===== src/design/pce_pkg.sv =====
package pce_pkg;

  typedef struct packed {
    logic [7:0] blue;
    logic [7:0] green;
    logic [7:0] red;
  } rgb_t;

  typedef struct packed {
    logic       scan_en;
    logic       gray_en;
    logic [7:0] brightness;
    logic [7:0] contrast;
  } cfg_t;

  typedef enum logic [1:0] {
    RegContrast   = 2'd0,
    RegBrightness = 2'd1,
    RegGray       = 2'd2,
    RegScan       = 2'd3
  } reg_idx_e;

  localparam logic [7:0]  ContrastRst = 8'd100;
  localparam logic [7:0]  BrightRst   = 8'd100;
  localparam logic [15:0] LumaR       = 16'd77;
  localparam logic [15:0] LumaG       = 16'd150;
  localparam logic [15:0] LumaB       = 16'd29;
  localparam logic [8:0]  MidLevel    = 9'd128;
  localparam logic [10:0] MidLevelW   = 11'd128;
  localparam logic [10:0] PercentW    = 11'd100;
  localparam logic [7:0]  ChanMax     = 8'd255;
  // floor(x / 100) == (x * 5243) >> 19 for every x below 2^15
  localparam logic [27:0] RecipMul    = 28'd5243;
  localparam int          RecipShift  = 19;

endpackage


===== src/design/pce_regs.sv =====
module pce_regs import pce_pkg::*; (
  input  logic        clk_i,
  input  logic        rst_ni,
  input  logic        psel,
  input  logic        penable,
  input  logic        pwrite,
  input  logic [3:0]  paddr,
  input  logic [31:0] pwdata,
  output logic [31:0] prdata,
  output logic        pready,
  output cfg_t        cfg_o
);

  cfg_t     cfg_q;
  reg_idx_e idx;

  assign idx    = reg_idx_e'(paddr[3:2]);
  assign pready = 1'b1;
  assign cfg_o  = cfg_q;

  always_ff @(posedge clk_i or negedge rst_ni) begin
    if (!rst_ni) begin
      cfg_q.contrast   <= ContrastRst;
      cfg_q.brightness <= BrightRst;
      cfg_q.gray_en    <= 1'b0;
      cfg_q.scan_en    <= 1'b0;
    end else if (psel && penable && pwrite && pready) begin
      unique case (idx)
        RegContrast:   cfg_q.contrast   <= pwdata[7:0];
        RegBrightness: cfg_q.brightness <= pwdata[7:0];
        RegGray:       cfg_q.gray_en    <= pwdata[0];
        RegScan:       cfg_q.scan_en    <= pwdata[0];
        default: ;
      endcase
    end
  end

  always_comb begin
    unique case (idx)
      RegContrast:   prdata = {24'd0, cfg_q.contrast};
      RegBrightness: prdata = {24'd0, cfg_q.brightness};
      RegGray:       prdata = {31'd0, cfg_q.gray_en};
      RegScan:       prdata = {31'd0, cfg_q.scan_en};
      default:       prdata = 32'd0;
    endcase
  end

endmodule


===== src/design/pce_luma.sv =====
module pce_luma import pce_pkg::*; (
  input  logic clk_i,
  input  logic rst_ni,
  input  logic gray_en_i,
  input  logic valid_i,
  output logic ready_o,
  input  rgb_t pix_i,
  input  logic even_i,
  output logic valid_o,
  input  logic ready_i,
  output rgb_t pix_o,
  output logic even_o
);

  logic        valid_q;
  rgb_t        pix_q, pix_d;
  logic        even_q;
  logic [15:0] luma_sum;

  assign luma_sum = {8'd0, pix_i.red} * LumaR + {8'd0, pix_i.green} * LumaG
                  + {8'd0, pix_i.blue} * LumaB;

  always_comb begin
    pix_d = pix_i;
    if (gray_en_i) begin
      pix_d.red   = luma_sum[15:8];
      pix_d.green = luma_sum[15:8];
      pix_d.blue  = luma_sum[15:8];
    end
  end

  assign ready_o = !valid_q || ready_i;
  assign valid_o = valid_q;
  assign pix_o   = pix_q;
  assign even_o  = even_q;

  always_ff @(posedge clk_i or negedge rst_ni) begin
    if (!rst_ni) begin
      valid_q <= 1'b0;
    end else if (ready_o) begin
      valid_q <= valid_i;
    end
  end

  always_ff @(posedge clk_i) begin
    if (ready_o && valid_i) begin
      pix_q  <= pix_d;
      even_q <= even_i;
    end
  end

endmodule


===== src/design/pce_contrast.sv =====
module pce_contrast import pce_pkg::*; (
  input  logic                   clk_i,
  input  logic                   rst_ni,
  input  logic [7:0]             contrast_i,
  input  logic                   valid_i,
  output logic                   ready_o,
  input  rgb_t                   pix_i,
  input  logic                   even_i,
  output logic                   valid_o,
  input  logic                   ready_i,
  output logic [2:0][9:0]        scaled_o,
  output logic                   even_o
);

  // first stage: magnitude of (c - 128) * contrast, sign kept aside
  logic              va_q;
  logic              even_a_q;
  logic [2:0]        neg_a_q, neg_a_d;
  logic [2:0][14:0]  mag_a_q, mag_a_d;
  logic              ready_a;

  // second stage: signed quotient by 100, truncated toward zero
  logic              vb_q;
  logic              even_b_q;
  logic [2:0][9:0]   scaled_b_q, scaled_b_d;
  logic              ready_b;

  logic [2:0][7:0]   ch;
  logic [2:0][8:0]   centered;
  logic [2:0][7:0]   cmag;
  logic [2:0][15:0]  prod;
  logic [2:0][27:0]  recip;
  logic [2:0][8:0]   quot;

  assign ch = pix_i;

  always_comb begin
    for (int i = 0; i < 3; i++) begin
      centered[i] = {1'b0, ch[i]} - MidLevel;
      neg_a_d[i]  = centered[i][8];
      cmag[i]     = centered[i][8] ? 8'(MidLevel - {1'b0, ch[i]}) : centered[i][7:0];
      prod[i]     = {8'd0, cmag[i]} * {8'd0, contrast_i};
      mag_a_d[i]  = prod[i][14:0];
    end
  end

  always_comb begin
    for (int i = 0; i < 3; i++) begin
      recip[i]      = {13'd0, mag_a_q[i]} * RecipMul;
      quot[i]       = recip[i][RecipShift +: 9];
      scaled_b_d[i] = neg_a_q[i] ? 10'(-{1'b0, quot[i]}) : {1'b0, quot[i]};
    end
  end

  assign ready_b  = !vb_q || ready_i;
  assign ready_a  = !va_q || ready_b;
  assign ready_o  = ready_a;
  assign valid_o  = vb_q;
  assign scaled_o = scaled_b_q;
  assign even_o   = even_b_q;

  always_ff @(posedge clk_i or negedge rst_ni) begin
    if (!rst_ni) begin
      va_q <= 1'b0;
      vb_q <= 1'b0;
    end else begin
      if (ready_a) va_q <= valid_i;
      if (ready_b) vb_q <= va_q;
    end
  end

  always_ff @(posedge clk_i) begin
    if (ready_a && valid_i) begin
      neg_a_q  <= neg_a_d;
      mag_a_q  <= mag_a_d;
      even_a_q <= even_i;
    end
    if (ready_b && va_q) begin
      scaled_b_q <= scaled_b_d;
      even_b_q   <= even_a_q;
    end
  end

endmodule


===== src/design/pce_level.sv =====
module pce_level import pce_pkg::*; (
  input  logic            clk_i,
  input  logic            rst_ni,
  input  logic [7:0]      brightness_i,
  input  logic            scan_en_i,
  input  logic            valid_i,
  output logic            ready_o,
  input  logic [2:0][9:0] scaled_i,
  input  logic            even_i,
  output logic            valid_o,
  input  logic            ready_i,
  output rgb_t            pix_o
);

  logic            valid_q;
  rgb_t            pix_q;
  logic [2:0][7:0] ch_d;
  logic [2:0][10:0] lvl;
  logic [2:0][7:0] sat;
  logic [2:0][9:0] dim;

  always_comb begin
    for (int i = 0; i < 3; i++) begin
      lvl[i] = {scaled_i[i][9], scaled_i[i]} + MidLevelW + {3'd0, brightness_i} - PercentW;
      if (lvl[i][10]) begin
        sat[i] = 8'd0;
      end else if (lvl[i][9:8] != 2'd0) begin
        sat[i] = ChanMax;
      end else begin
        sat[i] = lvl[i][7:0];
      end
      // three quarters, rounded down
      dim[i]  = {2'd0, sat[i]} + {1'b0, sat[i], 1'b0};
      ch_d[i] = (scan_en_i && even_i) ? dim[i][9:2] : sat[i];
    end
  end

  assign ready_o = !valid_q || ready_i;
  assign valid_o = valid_q;
  assign pix_o   = pix_q;

  always_ff @(posedge clk_i or negedge rst_ni) begin
    if (!rst_ni) begin
      valid_q <= 1'b0;
    end else if (ready_o) begin
      valid_q <= valid_i;
    end
  end

  always_ff @(posedge clk_i) begin
    if (ready_o && valid_i) begin
      pix_q <= rgb_t'(ch_d);
    end
  end

endmodule


===== src/design/pixel_color_effects_top.sv =====
// Pixel color effects: grayscale, contrast/brightness, scanline darkening.
// Throughput: one pixel per cycle; four register stages, each holds its
// request until the next one frees, so a stall drops nothing.
// Reset (rst_ni low, asynchronous) empties the pipeline and sets contrast and
// brightness to 100, grayscale and scanline off.
module pixel_color_effects_top import pce_pkg::*; (
  input  logic        clk_i,
  input  logic        rst_ni,
  input  logic        s_axis_tvalid,
  output logic        s_axis_tready,
  input  logic [23:0] s_axis_tdata,  // red_in, green_in, blue_in
  input  logic        s_axis_tuser,  // row_is_even
  output logic        m_axis_tvalid,
  input  logic        m_axis_tready,
  output logic [23:0] m_axis_tdata,  // red_out, green_out, blue_out
  input  logic        psel,
  input  logic        penable,
  input  logic        pwrite,
  input  logic [3:0]  paddr,
  input  logic [31:0] pwdata,
  output logic [31:0] prdata,
  output logic        pready
);

  cfg_t            cfg;
  logic            luma_valid, luma_ready, luma_even;
  rgb_t            luma_pix;
  logic            con_valid, con_ready, con_even;
  logic [2:0][9:0] con_scaled;
  rgb_t            out_pix;

  pce_regs u_regs (
    .clk_i   (clk_i),
    .rst_ni  (rst_ni),
    .psel    (psel),
    .penable (penable),
    .pwrite  (pwrite),
    .paddr   (paddr),
    .pwdata  (pwdata),
    .prdata  (prdata),
    .pready  (pready),
    .cfg_o   (cfg)
  );

  pce_luma u_luma (
    .clk_i     (clk_i),
    .rst_ni    (rst_ni),
    .gray_en_i (cfg.gray_en),
    .valid_i   (s_axis_tvalid),
    .ready_o   (s_axis_tready),
    .pix_i     (rgb_t'(s_axis_tdata)),
    .even_i    (s_axis_tuser),
    .valid_o   (luma_valid),
    .ready_i   (luma_ready),
    .pix_o     (luma_pix),
    .even_o    (luma_even)
  );

  pce_contrast u_contrast (
    .clk_i      (clk_i),
    .rst_ni     (rst_ni),
    .contrast_i (cfg.contrast),
    .valid_i    (luma_valid),
    .ready_o    (luma_ready),
    .pix_i      (luma_pix),
    .even_i     (luma_even),
    .valid_o    (con_valid),
    .ready_i    (con_ready),
    .scaled_o   (con_scaled),
    .even_o     (con_even)
  );

  pce_level u_level (
    .clk_i        (clk_i),
    .rst_ni       (rst_ni),
    .brightness_i (cfg.brightness),
    .scan_en_i    (cfg.scan_en),
    .valid_i      (con_valid),
    .ready_o      (con_ready),
    .scaled_i     (con_scaled),
    .even_i       (con_even),
    .valid_o      (m_axis_tvalid),
    .ready_i      (m_axis_tready),
    .pix_o        (out_pix)
  );

  assign m_axis_tdata = out_pix;

endmodule


===== config.mk =====
export PLATFORM = sky130hd
export DESIGN_NAME = pixel_color_effects_top
export DESIGN_NICKNAME = d
export VERILOG_FILES = /design/src/design/pce_pkg.sv /design/src/design/pce_regs.sv /design/src/design/pce_luma.sv /design/src/design/pce_contrast.sv /design/src/design/pce_level.sv /design/src/design/pixel_color_effects_top.sv
export SDC_FILE = /design/constraint.sdc
export NUM_CORES = 2
export LEC_CHECK = 0
export ABC_AREA = 1
export BUFFER_PORTS_ARGS = -buffer_cell sky130_fd_sc_hd__buf_2
export CORE_AREA = 2 2 268 270
export DETAILED_ROUTE_END_ITERATION = 16
export DIE_AREA = 0 0 270 272
export GPL_TIMING_DRIVEN = 0
export SYNTH_ARGS = -nofsm -noshare
export SYNTH_HDL_FRONTEND = slang
export SYNTH_HIERARCHICAL = 1
export SYNTH_SLANG_ARGS = --single-unit

===== constraint.sdc =====
create_clock -name clk_i -period 12.4 [get_ports clk_i]
set_input_delay 0.62 -clock clk_i [delete_from_list [all_inputs] [get_ports clk_i]]
set_output_delay 0.62 -clock clk_i [all_outputs]
set_load 0.005 [all_outputs]

After elaboration in Yosys (flattened, before gate mapping) --
Cells that the tools add are included. Widths: inputs -> output; s select.
Storage, ports and cells: register bits 151, input bits 68, output and inout bits 59, word-level logic and storage cells 102
Operators by class: $add $sub $neg 23, $mul 9, eq/ne operators 3, mux-type cells 17, reductions and logical operators 23
Operators by type and width (number):
- $pmux 32 s4 | 1
- $mux 8 | 12
- $mul 15x13->28 const B | 3
- $mul 8x8->15 | 3
- $add 10x9->11 const B | 3
- $add 11x8->11 | 3
- $sub 11x7->11 const B | 3
- $add 8x9->10 | 3
- $mul 8x7->15 const B | 2
- $neg 9->10 | 3
- $mux 9 | 3
- $sub 8x8->9 const B | 3
- $mux 24 | 1
- $sub 8x8->8 const A | 3
- $add 15x16->16 | 1
- $add 16x13->16 | 1
- $mul 8x5->13 const B | 1
- $reduce_and 2->1 | 4
- $logic_and 1x1->1 | 7
- $reduce_bool 2->1 | 3
- $eq 2x2->1 const B | 2
- $logic_not 1->1 | 4
- $logic_or 1x1->1 | 4
- $eq 2x1->1 const B | 1
- $logic_not 2->1 | 1

Logic depth before layout (Yosys ltp) --
depth in word-level cells 8, gate-level depth with buffers 30, gate-level depth less buffers 29

Hierarchy --
Netlist, hierarchy kept.
By module, submodules not included:
- pce_contrast | instances 1, cells an instance 2747, area an instance 22007.4 um^2, sequential area each 2452.4 um^2
- pce_luma | instances 1, cells an instance 493, area an instance 4339.2 um^2, sequential area each 775.7 um^2
- pce_level | instances 1, cells an instance 598, area an instance 4080.2 um^2, sequential area each 745.7 um^2
- pce_regs | instances 1, cells an instance 144, area an instance 1087.3 um^2, sequential area each 457.9 um^2

Worst setup path after synthesis --
Ideal clock, no wire load.
path type input port to flip-flop, start point input s_axis_tdata[11], end point register u_luma.pix_q, in the netlist u_luma/pix_o[15] (data pin), library setup time 0.254 ns, arrival time 5.816 ns, data required time 12.146 ns, slack 6.330 ns, stages 28, buffers on the path 0, cells stage by stage ha_1 ha_1 ha_1 inv_1 fa_1 inv_1 ha_1 a21oi_1 inv_1 a31oi_1 xnor2_1 fa_1 fa_1 inv_1 fa_1 fa_1 inv_1 ha_1 nand2_1 nand2_1 nand2_1 nand2_1 a21oi_1 nand2_2 inv_1 nand2_2 nand3_2 nand2_1
RTL lines:
- from (decl) | line pixel_color_effects_top.sv:11 | input logic [23:0] s_axis_tdata,
- to (signal assigned) | line pce_luma.sv:47 | pix_q <= pix_d;
- to (decl) | line pce_luma.sv:16 | rgb_t pix_q, pix_d;

==> summary.txt <==
Ys Warns - 6
post-CTS sizing - 0
Min Clock Period, post-route - 6.29 ns
layout cells sized above 1 - 6.76%
Yosys top cell area share - 23.7%
most area-hungry cell type in the Yosys netlist - fa_1
Fmax - 159 MHz
total number of vias - 24200
Routed WL - 71.4 mm
CTS H-tree depth - 4
worst-skew pair later-pin latency - 0.49 ns
Worst Path Max Fanout - 6
Synth Area in XOR/XNOR - 2.39%
Critical Path AT - 6.49 ns
Avg Vias per Cell - 4.77
Num CTS Buffers - 17
CTS root buf - clkbuf_16
post-synthesis simple-gate area fraction - 21.3%
WS Path Type - in -> reg
number of global-route vias before repair - 24400
final setup vio count - 0
Hold Buf Count CTS - 0
Worst-Margin Slew - 0.907 ns
top post-synthesis cells by count - nand2_1, inv_1, ha_1
# Max-Cap Violations - 0
GP Congestion - 0.885
First-pass DRT Iterations - 7
Synth Area per Inst - 7.91 µm²
fin crit share - 50.7%
Hold Violations, Final - 0
Critical Path RT - 12.60 ns
worst path bufs/invs - 7
Area after DPL - 0.0332 mm²
Initial Util - 44.5%
Total Routing Usage GR - 20.4%
die height - 272 µm
Largest delay share family, worst path - adder cells
slowest CP cell - fa_1
Max Transition Viols Final - 0
largest net degree at the start of global routing - 36
final setup TNS - 0 ns
post-route cell area - 0.0338 mm²
combinational family with the most area after synthesis - adder cells
std cell rows - 98
Unique masters post-synth - 52
CP Launch Type - input pin
1st-iter DRT viols - 1132
Worst-path clk slew - 0.08 ns
Main synth FF type - edfxtp_1
RSZ-0062 raised after global routing - no
Adder-Cell Fraction of Synth Area - 45.6%
status - completed
reg2reg end - u_contrast/mag_a_q[14]
Port Buffer Count - 74
first-pass GRT wire length - 121 mm
DIE WIDTH - 270 µm
Worst Hold Class - in -> async
clk buf depth - 2
number of setup buffers added after CTS - 0
Clock Skew - 0.0223 ns
complex-gate fraction of the synthesized area - 3.95%
total grt overflow - 0
Critical Path Sink Type - flip-flop
FF+latch count, synth - 151
Post-synth EDFFs - 129
Worst Reg-to-Reg Cells - 22
Relative slew margins - 39.4%
Crit Reg-Reg Startpoint - u_luma/pix_o[0]
FFs w/ async S/R, synth - 14.6%
ANT cells - 0
dpl hpwl - 62.4 mm
initial antenna violation count - 1
register area share after synthesis - 14.1%
slowest stage delay, CP - 0.51 ns
CTS Sinks - 151
Core Box Area - 0.0708 mm²
Die ar. - 0.0734 mm²
WL/cell - 14.1 µm
internal reg-to-reg setup slack - 6.68 ns
top-count cell post-synth - nand2_1
Final #Nets - 5094
clock tree from TritonCTS - done
Syn Inst Count - 3982
Synth Cell Area - 0.0315 mm²
Remaining DRCs - 0
I/O pins - 127
post-synthesis mux area share - 0%
top cells by area, synth - fa_1, ha_1, edfxtp_1
Final ANT Viol Nets - 0
P&R area growth vs syn - 7.30%
-- worst max path at each step --
stage | slack (ns) | end | startpoint | depth (start not counted)
global placement | 5.62 | u_luma/pix_o[3] | s_axis_tdata[11] | 27
CTS | 6.16 | u_luma/pix_o[3] | s_axis_tdata[11] | 27
floorplan | 6.33 | u_luma/pix_o[15] | s_axis_tdata[11] | 28
global route | 5.78 | u_luma/pix_o[2] | s_axis_tdata[11] | 26
detailed placement | 5.63 | u_luma/pix_o[6] | s_axis_tdata[11] | 25
finish | 6.11 | u_luma/pix_o[3] | s_axis_tdata[11] | 27
-- per-layer routing --
layer,wire length [µm],up-vias,track usage (%)
li1,-,12400,-
met1,34000,11300,27.6
met2,33800,358,35.2
met3,2280,66,2.12
met4,1280,0,4.71
met5,0,-,0
-- logic make-up after synthesis --
| group | after synthesis |
|---|---|
| compound gates | 223 |
| xor+xnor | 86 |
| fa+ha+maj | 925 |
| buf+inv | 1031 |
| flops | 151 |
| other cells | 2 |
| simple gates | 1564 |
-- stage by stage --
stage | instances | setup slack, ns | util [%] | hold slack (ns)
floorplan | 4005 | 6.33 | - | 0.324
global placement | 5029 | 5.62 | 46.9 | 0.404
finish | 5064 | 6.11 | 47.8 | 0.0887
global route | 5064 | 5.78 | 47.8 | 0.107
detailed placement | 5032 | 5.63 | 47.0 | 0.411
CTS | 5064 | 6.16 | 47.8 | 0.0850
-- registers in the layout, indices dropped and copies added (netlist names) --
signal and flops:
u_contrast/mag_a_q 45, u_contrast/neg_a_q 3, u_contrast/va_q 1, u_luma/pix_o 24, u_contrast/scaled_o 30, u_contrast/even_o 1
u_luma/valid_o 1, u_level/pix_o 24, u_contrast/valid_o 1, u_luma/even_o 1, u_level/valid_o 1, u_regs/cfg_o 18
u_contrast/even_a_q 1
-- cell type report --
class	instances	area (µm²)
clock inverter	10	77.6
fill	7130	36900
buffer	58	350
inverter	973	3650
clock buffer	22	497
multi-input combinational	2823	23200
tap	950	1190
sequential	151	4430
timing repair buffer	77	425
-- cell usage in the layout (no fill, tap or decap), types with 5 or more instances in the layout --
cell,netlist,routed
a21oi_1,119,116
o21ai_0,51,51
nand3_2,22,22
or2_2,5,5
clkbuf_16,0,19
nand2_2,38,38
buf_4,26,26
a31oi_1,7,7
ha_1,552,552
nand2_1,969,969
nor2_2,17,17
nand3b_1,15,15
nand2_4,7,7
nand3_1,163,163
buf_2,4,78
xor2_1,52,52
nor3_1,18,18
edfxtp_1,129,129
dfrtp_1,16,16
inv_1,951,950
nor2_4,6,6
fa_1,373,373
inv_2,17,18
nor2_1,256,256
and2_1,7,7
conb_1,2,25
o21bai_1,16,16
dfstp_2,6,6
clkbuf_1,24,26
a21oi_2,4,5
xnor2_1,34,34
nand4_1,29,29
Power is left out: the tool's default activity adds up to more than one toggle a clock period on the data nets, which glitch-free logic cannot reach.
